===== src/rtl/core/wma_pkg.sv =====
// Shared widths, constants and types for the windowed moving average.
// No dependencies; every other file but assert_macros.svh refers to it by scoped names.
package wma_pkg;

  localparam int SAMPLE_W       = 16;  // signed Q8.8 sample and average
  localparam int FILL_W         = 5;   // fill count, up to 16
  localparam int SUM_W          = 21;  // running sum of up to 16 samples
  localparam int WINDOW_DEFAULT = 10;

  // Status of the serial divider as seen by the sequencer.
  typedef struct packed {
    logic                       done;
    logic signed [SAMPLE_W-1:0] quotient;
  } div_status_t;

  // Sequencer states.
  typedef enum logic [4:0] {
    S_IDLE  = 5'b00001,
    S_LOAD  = 5'b00010,
    S_START = 5'b00100,
    S_DIV   = 5'b01000,
    S_OUT   = 5'b10000
  } seq_state_t;

endpackage


===== src/rtl/core/wma_if.sv =====
// Valid/ready channel interfaces for the moving-average block.
// Depends on wma_pkg for the field widths.
interface wma_sample_if;
  logic                                valid;
  logic                                ready;
  logic signed [wma_pkg::SAMPLE_W-1:0] sample;

  modport source (output valid, output sample, input ready);
  modport sink   (input valid, input sample, output ready);
endinterface

interface wma_result_if;
  logic                                valid;
  logic                                ready;
  logic signed [wma_pkg::SAMPLE_W-1:0] average;
  logic        [wma_pkg::FILL_W-1:0]   fill_count;

  modport source (output valid, output average, output fill_count, input ready);
  modport sink   (input valid, input average, input fill_count, output ready);
endinterface


===== src/rtl/core/windowed_moving_average.sv =====
// Windowed moving average of signed Q8.8 samples over the last WINDOW samples
// (2 to 16), with a running sum and a fill count that saturates at WINDOW.
// Each result is the sum divided by the fill count, truncated toward zero.
// One sample is handled at a time: a sample is loaded into the running sum, the
// bit-serial divider runs, and the result moves into an output register, where it
// is held until taken; the next sample is accepted while it waits there, but a
// result still waiting there holds back the next one. Depends on wma_pkg, wma_if,
// wma_ring and wma_div.
module windowed_moving_average #(
  parameter int WINDOW = wma_pkg::WINDOW_DEFAULT
) (
  input  logic         clk,
  input  logic         rst,
  wma_sample_if.sink   samples,
  wma_result_if.source averages
);

  localparam int SLOT_W = $clog2(WINDOW);
  localparam int SUM_W  = wma_pkg::SUM_W;
  localparam int FILL_W = wma_pkg::FILL_W;

  wma_pkg::seq_state_t                 state;
  wma_pkg::seq_state_t                 state_next;
  logic signed [wma_pkg::SAMPLE_W-1:0] sample_reg;
  logic signed [wma_pkg::SAMPLE_W-1:0] oldest;
  logic signed [SUM_W-1:0]             running_sum;
  logic        [SLOT_W-1:0]            write_slot;
  logic        [FILL_W-1:0]            filled;
  logic                                full;
  logic                                take;
  logic                                out_free;
  logic                                out_valid;
  logic signed [wma_pkg::SAMPLE_W-1:0] average_reg;
  logic        [FILL_W-1:0]            fill_reg;
  wma_pkg::div_status_t                div_status;

  assign samples.ready = (state == wma_pkg::S_IDLE) && !rst;
  assign take          = samples.valid && samples.ready;
  assign full          = filled == FILL_W'(WINDOW);
  assign out_free      = !out_valid || averages.ready;

  wma_ring #(.WINDOW(WINDOW), .SLOT_W(SLOT_W)) u_ring (
    .clk     (clk),
    .en      (take),
    .slot    (write_slot),
    .wr_data (samples.sample),
    .rd_data (oldest)
  );

  wma_div u_div (
    .clk      (clk),
    .rst      (rst),
    .start    (state == wma_pkg::S_START),
    .dividend (running_sum),
    .divisor  (filled),
    .status   (div_status)
  );

  always_comb begin
    state_next = state;
    unique case (state)
      wma_pkg::S_IDLE:  if (take) state_next = wma_pkg::S_LOAD;
      wma_pkg::S_LOAD:  state_next = wma_pkg::S_START;
      wma_pkg::S_START: state_next = wma_pkg::S_DIV;
      wma_pkg::S_DIV:   if (div_status.done) state_next = wma_pkg::S_OUT;
      wma_pkg::S_OUT:   if (out_free) state_next = wma_pkg::S_IDLE;
      default:          state_next = wma_pkg::S_IDLE;
    endcase
  end

  always_ff @(posedge clk) begin
    if (rst) begin
      state       <= wma_pkg::S_IDLE;
      running_sum <= '0;
      write_slot  <= '0;
      filled      <= '0;
    end else begin
      state <= state_next;
      if (state == wma_pkg::S_LOAD) begin
        // Slots not yet written count as zero until the ring has filled.
        running_sum <= running_sum
                       - (full ? SUM_W'(oldest) : SUM_W'(0))
                       + SUM_W'(sample_reg);
        write_slot  <= (write_slot == SLOT_W'(WINDOW - 1)) ? '0 : write_slot + 1'b1;
        if (!full) begin
          filled <= filled + 1'b1;
        end
      end
    end
  end

  always_ff @(posedge clk) begin
    if (take) begin
      sample_reg <= samples.sample;
    end
  end

  // Output register: hold the result until the sink takes the transfer.
  always_ff @(posedge clk) begin
    if (rst) begin
      out_valid <= 1'b0;
    end else if (state == wma_pkg::S_OUT && out_free) begin
      out_valid <= 1'b1;
    end else if (averages.ready) begin
      out_valid <= 1'b0;
    end
  end

  always_ff @(posedge clk) begin
    if (state == wma_pkg::S_OUT && out_free) begin
      average_reg <= div_status.quotient;
      fill_reg    <= filled;
    end
  end

  assign averages.valid      = out_valid;
  assign averages.average    = average_reg;
  assign averages.fill_count = fill_reg;

endmodule


===== src/rtl/core/wma_ring.sv =====
// Sample ring memory: one write and one registered read per enabled cycle at one slot.
// Depends on wma_pkg for the sample width.
module wma_ring #(
  parameter int WINDOW = wma_pkg::WINDOW_DEFAULT,
  parameter int SLOT_W = $clog2(WINDOW)
) (
  input  logic                                clk,
  input  logic                                en,
  input  logic        [SLOT_W-1:0]            slot,
  input  logic signed [wma_pkg::SAMPLE_W-1:0] wr_data,
  output logic signed [wma_pkg::SAMPLE_W-1:0] rd_data
);

  logic signed [wma_pkg::SAMPLE_W-1:0] mem [WINDOW];

  // Read returns the entry as it was before this write.
  always_ff @(posedge clk) begin
    if (en) begin
      rd_data   <= mem[slot];
      mem[slot] <= wr_data;
    end
  end

endmodule


===== src/rtl/core/wma_div.sv =====
// Restoring divider, one quotient bit per cycle: signed sum over unsigned count,
// truncated toward zero. Depends on wma_pkg for widths and the status struct.
module wma_div (
  input  logic                               clk,
  input  logic                               rst,
  input  logic                               start,
  input  logic signed [wma_pkg::SUM_W-1:0]   dividend,
  input  logic        [wma_pkg::FILL_W-1:0]  divisor,
  output wma_pkg::div_status_t               status
);

  localparam int MAG_W = wma_pkg::SUM_W;
  localparam int CNT_W = $clog2(MAG_W + 1);
  localparam int REM_W = wma_pkg::FILL_W;

  logic                      busy;
  logic                      done;
  logic [CNT_W-1:0]          cnt;
  logic [REM_W-1:0]          rem;
  logic [MAG_W-1:0]          quo;
  logic [REM_W-1:0]          dvs;
  logic                      neg;
  logic [REM_W:0]            partial;
  logic [REM_W:0]            diff;
  logic                      fits;
  logic [wma_pkg::SAMPLE_W-1:0] q_low;

  assign partial = {rem, quo[MAG_W-1]};
  assign diff    = partial - {1'b0, dvs};
  assign fits    = partial >= {1'b0, dvs};

  always_ff @(posedge clk) begin
    if (rst) begin
      busy <= 1'b0;
      done <= 1'b0;
      cnt  <= '0;
    end else if (start) begin
      busy <= 1'b1;
      done <= 1'b0;
      cnt  <= CNT_W'(MAG_W);
    end else if (busy) begin
      cnt <= cnt - 1'b1;
      if (cnt == CNT_W'(1)) begin
        busy <= 1'b0;
        done <= 1'b1;
      end
    end else begin
      done <= 1'b0;
    end
  end

  always_ff @(posedge clk) begin
    if (start) begin
      neg <= dividend[MAG_W-1];
      quo <= dividend[MAG_W-1] ? MAG_W'(-dividend) : MAG_W'(dividend);
      rem <= '0;
      dvs <= divisor;
    end else if (busy) begin
      if (fits) begin
        rem <= diff[REM_W-1:0];
        quo <= {quo[MAG_W-2:0], 1'b1};
      end else begin
        rem <= partial[REM_W-1:0];
        quo <= {quo[MAG_W-2:0], 1'b0};
      end
    end
  end

  // The mean of 16-bit samples always fits 16 bits; apply the sign last.
  assign q_low           = quo[wma_pkg::SAMPLE_W-1:0];
  assign status.done     = done;
  assign status.quotient = neg ? $signed(-q_low) : $signed(q_low);

endmodule


===== src/flat_wrapper.sv =====
// flat-port wrapper written by rule: the top's interface ports become plain ports
module windowed_moving_average_flat 
#(
  parameter int WINDOW = wma_pkg::WINDOW_DEFAULT
)
  (clk, rst, samples_valid, samples_sample, samples_ready, averages_valid, averages_average, averages_fill_count, averages_ready);
  wma_sample_if samples_i ();
  wma_result_if averages_i ();
  input  logic clk;
  input  logic rst;
  input wire logic [$bits(samples_i.valid)-1:0] samples_valid;
  input wire logic [$bits(samples_i.sample)-1:0] samples_sample;
  output wire logic [$bits(samples_i.ready)-1:0] samples_ready;
  output wire logic [$bits(averages_i.valid)-1:0] averages_valid;
  output wire logic [$bits(averages_i.average)-1:0] averages_average;
  output wire logic [$bits(averages_i.fill_count)-1:0] averages_fill_count;
  input wire logic [$bits(averages_i.ready)-1:0] averages_ready;
  assign samples_i.valid = samples_valid;
  assign samples_i.sample = samples_sample;
  assign samples_ready = samples_i.ready;
  assign averages_valid = averages_i.valid;
  assign averages_average = averages_i.average;
  assign averages_fill_count = averages_i.fill_count;
  assign averages_i.ready = averages_ready;
  windowed_moving_average #(.WINDOW(WINDOW)) u_core (.clk(clk), .rst(rst), .samples(samples_i), .averages(averages_i));
endmodule

===== config.mk =====
export PLATFORM = sky130hd
export DESIGN_NAME = windowed_moving_average_flat
export DESIGN_NICKNAME = d
export VERILOG_FILES = /design/src/rtl/core/wma_pkg.sv /design/src/rtl/core/wma_if.sv /design/src/rtl/core/windowed_moving_average.sv /design/src/rtl/core/wma_ring.sv /design/src/rtl/core/wma_div.sv /design/src/flat_wrapper.sv
export SDC_FILE = /design/constraint.sdc
export NUM_CORES = 1
export LEC_CHECK = 0
export BUFFER_PORTS_ARGS = -buffer_cell sky130_fd_sc_hd__buf_2
export CELL_PAD_IN_SITES_DETAIL_PLACEMENT = 0
export CELL_PAD_IN_SITES_GLOBAL_PLACEMENT = 1
export CORE_MARGIN = 4
export CORE_UTILIZATION = 40
export DETAILED_ROUTE_END_ITERATION = 10
export PLACE_DENSITY = 0.65
export SYNTH_ARGS = -nofsm -noshare
export SYNTH_HDL_FRONTEND = slang
export SYNTH_SLANG_ARGS = --single-unit

===== constraint.sdc =====
create_clock -name clk -period 11.8 [get_ports clk]
set_input_delay 2.36 -clock clk [delete_from_list [all_inputs] [get_ports clk]]
set_output_delay 2.36 -clock clk [all_outputs]
set_load 0.01 [all_outputs]

==> metrics, run 1 <==
status=complete, no violations; crit path launch type=input port; Bufs and invs on worst path=2; crit share post-route=0.4791; synthesized flop and latch total=288; Starting Density=0.4089; initial drt markers=355; Top reg by flops=u_core.u_ring.mem; Multi-input gate area=4737 µm²; TritonCTS Buffers=31; synth-to-layout area growth=13.37%; Boundary Pins=43; Leak Pwr=around 5.4 nW; Core Util, Final=0.4636; Hold Path Class=flip-flop to flip-flop; delay-heaviest family, CP=buffers and inverters; CTS Root Cell=clkbuf_16; Yosys cell types=56; Row Count=66; Post-CTS Setup Bufs=0; drc violations=0; Top Registers=u_core.u_ring.mem x160, u_core.running_sum x21, u_core.u_div.quo x21; maximum number of pins on one net before global-route repair=46; final instance area=roughly 15000 µm²; worst skew pair latency=roughly 0.57 ns; Max stage delay on crit path=0.61 ns; most frequent cells in the layout=edfxtp_1, inv_1, nand2_1; fillers=2947; clock slew at reported path FFs=0.06 ns; most frequent CP cell=buf_2; total global-route track usage=0.1373; YS warnings=0; worst slew pin tran=1.066 ns; dpl ws=roughly 6 ns; Peak VDD IR=0.0001209 V; Syn Area/Cell=13.17 µm²; I/O Buffers=42; CTS Sinks=288; core area=32780 µm²; Via density=4.921; Worst Setup End Kind=output pin; Worst EP required=9.44 ns; worst path cell trace=buf_2, nor2_1, buf_2; fmax=~180 MHz; Final Max Tran Viols=0; drt wl/cell=16.00 µm; initial antenna violation count=0; Tmin final=5.653 ns; CTS tree=done; pwr dens=149.8 nW/µm²; Rel. slew slack=0.2889; # nets final=roughly 1100; Synth Flop Type=edfxtp_1; CP Class=input port to output pin; number of max-cap violations=0; EDFF count, synth=240; die area=approximately 37000 µm²; Async SR Flop Fraction=0; Seq. cell area=8173 µm²; WP data arrival=3.29 ns; H-tree level count=1; die width=~190 µm; worst-path fanout max=42; Die Span Y=191.1 µm; deepest clock path buffer count=3; total vias in the final route=7549; Worst path slowest cell=buf_2; Layout Skew=around 0.011 ns; first-pass GRT wire length=40720 µm; hold-fix buffers at CTS=0; First-pass DRT Iterations=4; cell area after placement=~14000 µm²; Syn Std Cell Area=13410 µm²; final setup TNS=0 ns; hpwl dp=17130 µm; Ant. Diodes=0; antenna viol nets, final=0; Final Hold Viols=0; max reg flops=160; RSZ-0062 raised after global routing=false; Post-Route WL=~25000 µm; most common cell after layout, fill and taps aside=edfxtp_1; share of layout cells above drive strength 1=0.1429; Routability Congestion=between 0.7 and 0.8; setup ws final=6.147 ns; sequential fraction of the synthesis area=0.6093; vias in the first global route=around 7600; global route overflow=0; post_cts resized=0; setup violators final=0; Post-Syn Nets=1091; Synth Instances=around 1000
-- power breakdown --
group	switching, W	internal (W)	total, W
Sequential	0.0000124	0.00112	0.00113
Clock	0.000389	0.000577	0.000966
Combinational	0.000104	0.0000762	0.000181
Total	0.000506	0.00177	0.00228
-- synth_stat cells, types with 9 or more instances --
cell      instances  area share
mux2i_1          25       0.019
a211oi_1         23       0.013
nor2_1           46       0.013
xnor2_1          51       0.033
nand2_1          74       0.021
o21ai_0          35       0.013
o31ai_1           9      0.0050
mux4_2           32       0.054
nand3_1          16      0.0060
ha_1             32       0.030
edfxtp_1        240        0.54
nor3_1           17      0.0063
and2_1           35       0.016
dfxtp_1          48       0.072
fa_1             21       0.031
clkbuf_1         37       0.010
a21oi_1          53       0.020
inv_1            98       0.027
-- worst register-to-register path: stages (launching register included) --
cell and delay [ns]:
dfxtp_1 0.43, inv_1 0.08, ha_1 0.20, nand2_1 0.06
nor3_1 0.04, buf_4 0.19, and2_1 0.19, fa_1 0.48
inv_1 0.07, fa_1 0.45, a21o_1 0.20, a221oi_2 0.28
o21ai_1 0.20, a311oi_1 0.50, o211ai_1 0.19, xnor2_1 0.19
a21oi_1 0.08
-- cell families after synthesis --
family / count (synthesis) / synth area share
buffers and inverters: 142 / 0.04013
flip-flops: 288 / 0.6093
AND/OR/NAND/NOR: 250 / 0.09558
XOR/XNOR: 59 / 0.03855
adder cells (fa/ha/maj): 53 / 0.06123
AO/OA/AOI/OAI: 169 / 0.08279
multiplexers: 57 / 0.07243
-- final cells by class --
| class | count | share of cell area |
|---|---|---|
| clock buffers | 39 | 0.05368 |
| repair buffers | 60 | 0.02272 |
| well taps | 442 | 0.03639 |
| flip-flops and latches | 288 | 0.5377 |
| multi-input cells | 588 | 0.3117 |
| inverters | 98 | 0.02420 |
| clock inverters | 19 | 0.01358 |
-- path summary, 6_finish.rpt --
kind / startpoint / to / slack [ns] / depth (start not counted)
max reg2reg: u_core.filled[0] / u_core.running_sum[20] / 7.83 / 16
min: u_core.running_sum[4] / u_core.running_sum[4] / 0.46 / 2
max: rst / samples_ready / 6.15 / 3
min reg2reg: u_core.running_sum[4] / u_core.running_sum[4] / 0.46 / 2
-- per-stage QoR --
stage                     hold slack [ns]  power [W]  cells
after floorplan                    0.4395   0.001286   1018
after global placement             0.4508   0.001332   1476
after detailed placement           0.4577   0.001335   1476
after CTS                          0.4646   0.002311   1534
after global routing               0.5016   0.002380   1534
final                              0.4621   0.002276   1534
-- routing by layer --
layer | GRT usage | share of wire
met1 | 0.1922 | 0.48
met2 | 0.2286 | 0.47
met3 | 0.01954 | 0.031
met4 | 0.03287 | 0.022
met5 | 0 | 0
Note: power is estimated with default switching activity, not from simulation.
==> inputs of run 2 (changes only) <==
ABC_AREA = 1   (was not set)
PLACE_DENSITY = 0.67   (was 0.65)
clock period = 5.9 ns   (was 11.8 ns; I/O delays follow)
==> metrics, run 2 <==
Post-CTS Setup Bufs=0 (unchanged); vias in the first global route=8980 (+17%); Hold Path Class=flip-flop to flip-flop; max reg flops=160 (unchanged); total global-route track usage=0.1733 (+0.03596); Final Hold Viols=0 (unchanged); adder-cell share of the synthesized area=0.06024 (-0.0009895); hold-fix buffers at CTS=0 (unchanged); RR Endpoint=u_core.running_sum[18]; WP data arrival=4.09 ns (+0.80 ns); Via density=5.002 (+1.6%); Worst Setup End Kind=flip-flop; Syn Area/Cell=10.28 µm² (-22%); Compound-Gate Fraction of Synth Area=0.09761 (+0.01482); maximum number of pins on one net before global-route repair=39 (-15%); worst skew pair latency=0.54 ns (-0.03 ns); Boundary Pins=43 (unchanged); post_cts resized=0 (unchanged); Leak Pwr=6.284 nW (+17%); Syn Std Cell Area=13630 µm² (+1.6%); Multi-input gate area=4498 µm² (-5.0%); Cells on Worst Hold Path=2 (unchanged); YS warnings=0 (unchanged); r2r startpoint=u_core.filled[0]; worst slew pin tran=1.115 ns (+0.04952 ns); TritonCTS Buffers=35 (+13%); Final Max Tran Viols=0 (unchanged); Peak VDD IR=0.0002690 V (+120%); Top Registers=u_core.u_ring.mem x160, u_core.running_sum x21, u_core.u_div.quo x21; most common cell after layout, fill and taps aside=edfxtp_1; core area=33530 µm² (+2.3%); H-tree level count=2 (+1); First-pass DRT Iterations=6 (+2); drc violations=0 (unchanged); most frequent cells in the layout=edfxtp_1, nand2_1, inv_1; Synth top cells by count=edfxtp_1, nand2_1, inv_1; synthesized flop and latch total=288 (unchanged); Routability Congestion=0.8537 (+11%); Rel. slew slack=0.2558 (-0.03305); setup violators final=0 (unchanged); Tmin final=between 3 and 4 ns; total vias in the final route=9269 (+23%); CP Class=flip-flop to flip-flop; hold_ws=0.4668 ns (+0.004717 ns); Starting Density=0.4063 (-0.002557); Power Total=0.004797 W (+110%); RSZ-0062 raised after global routing=false; first-pass GRT wire length=50360 µm (+24%); initial antenna violation count=0 (unchanged); global route overflow=0 (unchanged); EDFF count, synth=240 (unchanged); CTS Sinks=288 (unchanged); Row Count=67 (+1.5%); fmax=approximately 270 MHz; Synth Flop Type=edfxtp_1; synth top area cells=edfxtp_1, dfxtp_1, nand2_1; GR Util met1=0.2351 (+0.04290); R2R Setup Slk=2.23 ns (-5.60 ns); final setup TNS=0 ns (unchanged); Top reg by flops=u_core.u_ring.mem; Simple-Gate Fraction of Synth Area=0.1477 (+0.05208); met2 usage=0.2954 (+0.06681); Synth Instances=1326 (+30%); worst hold endpoint=u_core.u_div.rem[4]; die width=192.6 µm (+0.79%); # nets final=1454 (+28%); fillers=3170 (+7.6%); number of max-cap violations=0 (unchanged); CTS tree=done; initial drt markers=519 (+46%); Async SR Flop Fraction=0 (unchanged); Ant. Diodes=0 (unchanged); Worst EP required=6.32 ns (-3.12 ns); post-synthesis mux area share=0 (-0.07243); synth-to-layout area growth=13.43% (about the same); Layout Skew=0.01931 ns (+0.008274 ns); Yosys cell types=41 (-27%); I/O Buffers=42 (unchanged); largest family of logic cells by synthesized area=simple AND/OR/NAND/NOR gates; antenna viol nets, final=0 (unchanged); xor and xnor fraction of the mapped netlist area=0.02378 (-0.01476); Reg2Reg Depth=19 (+3); share of layout cells above drive strength 1=0.09324 (-0.04962); clock slew at reported path FFs=0.06 ns (about the same); Synth area leader=edfxtp_1; min-delay src=u_core.u_div.rem[4]; grt met3 use=0.02406 (+0.004520); Post-Syn Nets=1399 (+28%); die area=37080 µm² (+1.6%); Seq. cell area=8168 µm² (about the same); post-synth top area share=0.5289 (-0.008689); Post-Route WL=31760 µm (+29%); cell with the most instances after synthesis=edfxtp_1; GRT Max-Usage Layer=met2; worst-path fanout max=16 (-62%); pwr dens=310.4 nW/µm² (+110%); hpwl dp=22630 µm (+32%); crit share post-route=0.6213; deepest clock path buffer count=3 (unchanged); status=complete, no violations; sequential fraction of the synthesis area=0.5994 (-0.009847); crit path launch type=flip-flop; Die Span Y=192.6 µm (+0.79%); drt wl/cell=17.14 µm (+7.1%); CTS Root Cell=clkbuf_16
[run 2: cell count changes after synthesis, moves of 14 or more]
| cell | delta |
|---|---|
| xnor2_1 | -49 |
| a211oi_1 | -22 |
| nand3_1 | +45 |
| nand2_1 | +137 |
| nor2_1 | +95 |
| inv_1 | +100 |
| and2_1 | -33 |
| a22oi_1 | +61 |
| mux2i_1 | -25 |
| mux4_2 | -32 |
| xor2_1 | +27 |
| o21ai_0 | +14 |
| clkbuf_1 | -19 |
| a21oi_1 | +32 |
[run 2: power breakdown]
| part | internal, W | total (W) | switching [W] |
|---|---|---|---|
| clock | 0.00124 | 0.00208 | 0.000848 |
| combinational | 0.000146 | 0.000448 | 0.000303 |
| sequential | 0.00224 | 0.00226 | 0.0000246 |
[run 2: metal layers]
metal	share of wire	up-vias
li1	-	4606
met1	0.45	4434
met2	0.49	187
met3	0.044	42
met4	0.019	0
met5	0	-
[run 2: cells by family (layout without fill, tap and decap cells)]
| group | count (synthesis) | after routing |
|---|---|---|
| xor+xnor | 37 | 37 |
| simple gates | 478 | 478 |
| compound gates | 222 | 222 |
| fa+ha+maj | 53 | 53 |
| buf+inv | 248 | 327 |
| flops | 288 | 288 |
[run 2: critical path, cell delays in order (launching register included)]
cell     delay, ns
dfxtp_1       0.38
inv_1         0.09
ha_1          0.19
nand2_1       0.06
inv_1         0.05
nand2_1       0.47
nor2_1        0.13
fa_1          0.51
inv_1         0.04
ha_1          0.36
nand2_1       0.15
inv_1         0.05
a21oi_1       0.31
nand3_1       0.26
nand2_1       0.14
nand2_1       0.06
nand2_1       0.05
nand3_1       0.10
nand2_1       0.10
inv_1         0.04
[run 2: through the flow]
stage,utilization,std cells,area (µm²),setup WS [ns]
2_1_floorplan,-,1326,13630,1.894
3_3_place_gp,0.4275,1792,14330,2.284
3_5_place_dp,0.4275,1792,14330,2.253
4_1_cts,0.4609,1853,15460,2.243
5_1_grt,0.4609,1853,15460,1.969
6_report,0.4609,1853,15460,2.234
[run 2: worst max path at each step]
stage,from,to,slack (ns),cells past startpoint
CTS,u_core.filled[0],u_core.running_sum[18],2.24,19
finish,u_core.filled[0],u_core.running_sum[18],2.23,19
global route,u_core.filled[0],u_core.running_sum[18],1.97,19
global placement,u_core.filled[0],u_core.running_sum[18],2.28,19
detailed placement,u_core.filled[0],u_core.running_sum[18],2.25,19
floorplan,rst,u_core.u_ring.mem[0][0],1.89,3
[run 2: cell type report]
class	count	share of cell area
sequential	288	0.5285
multi-input combinational	790	0.2910
clock buffer	41	0.05812
inverter	209	0.05076
tap	448	0.03627
timing repair buffer	57	0.02089
clock inverter	20	0.01449
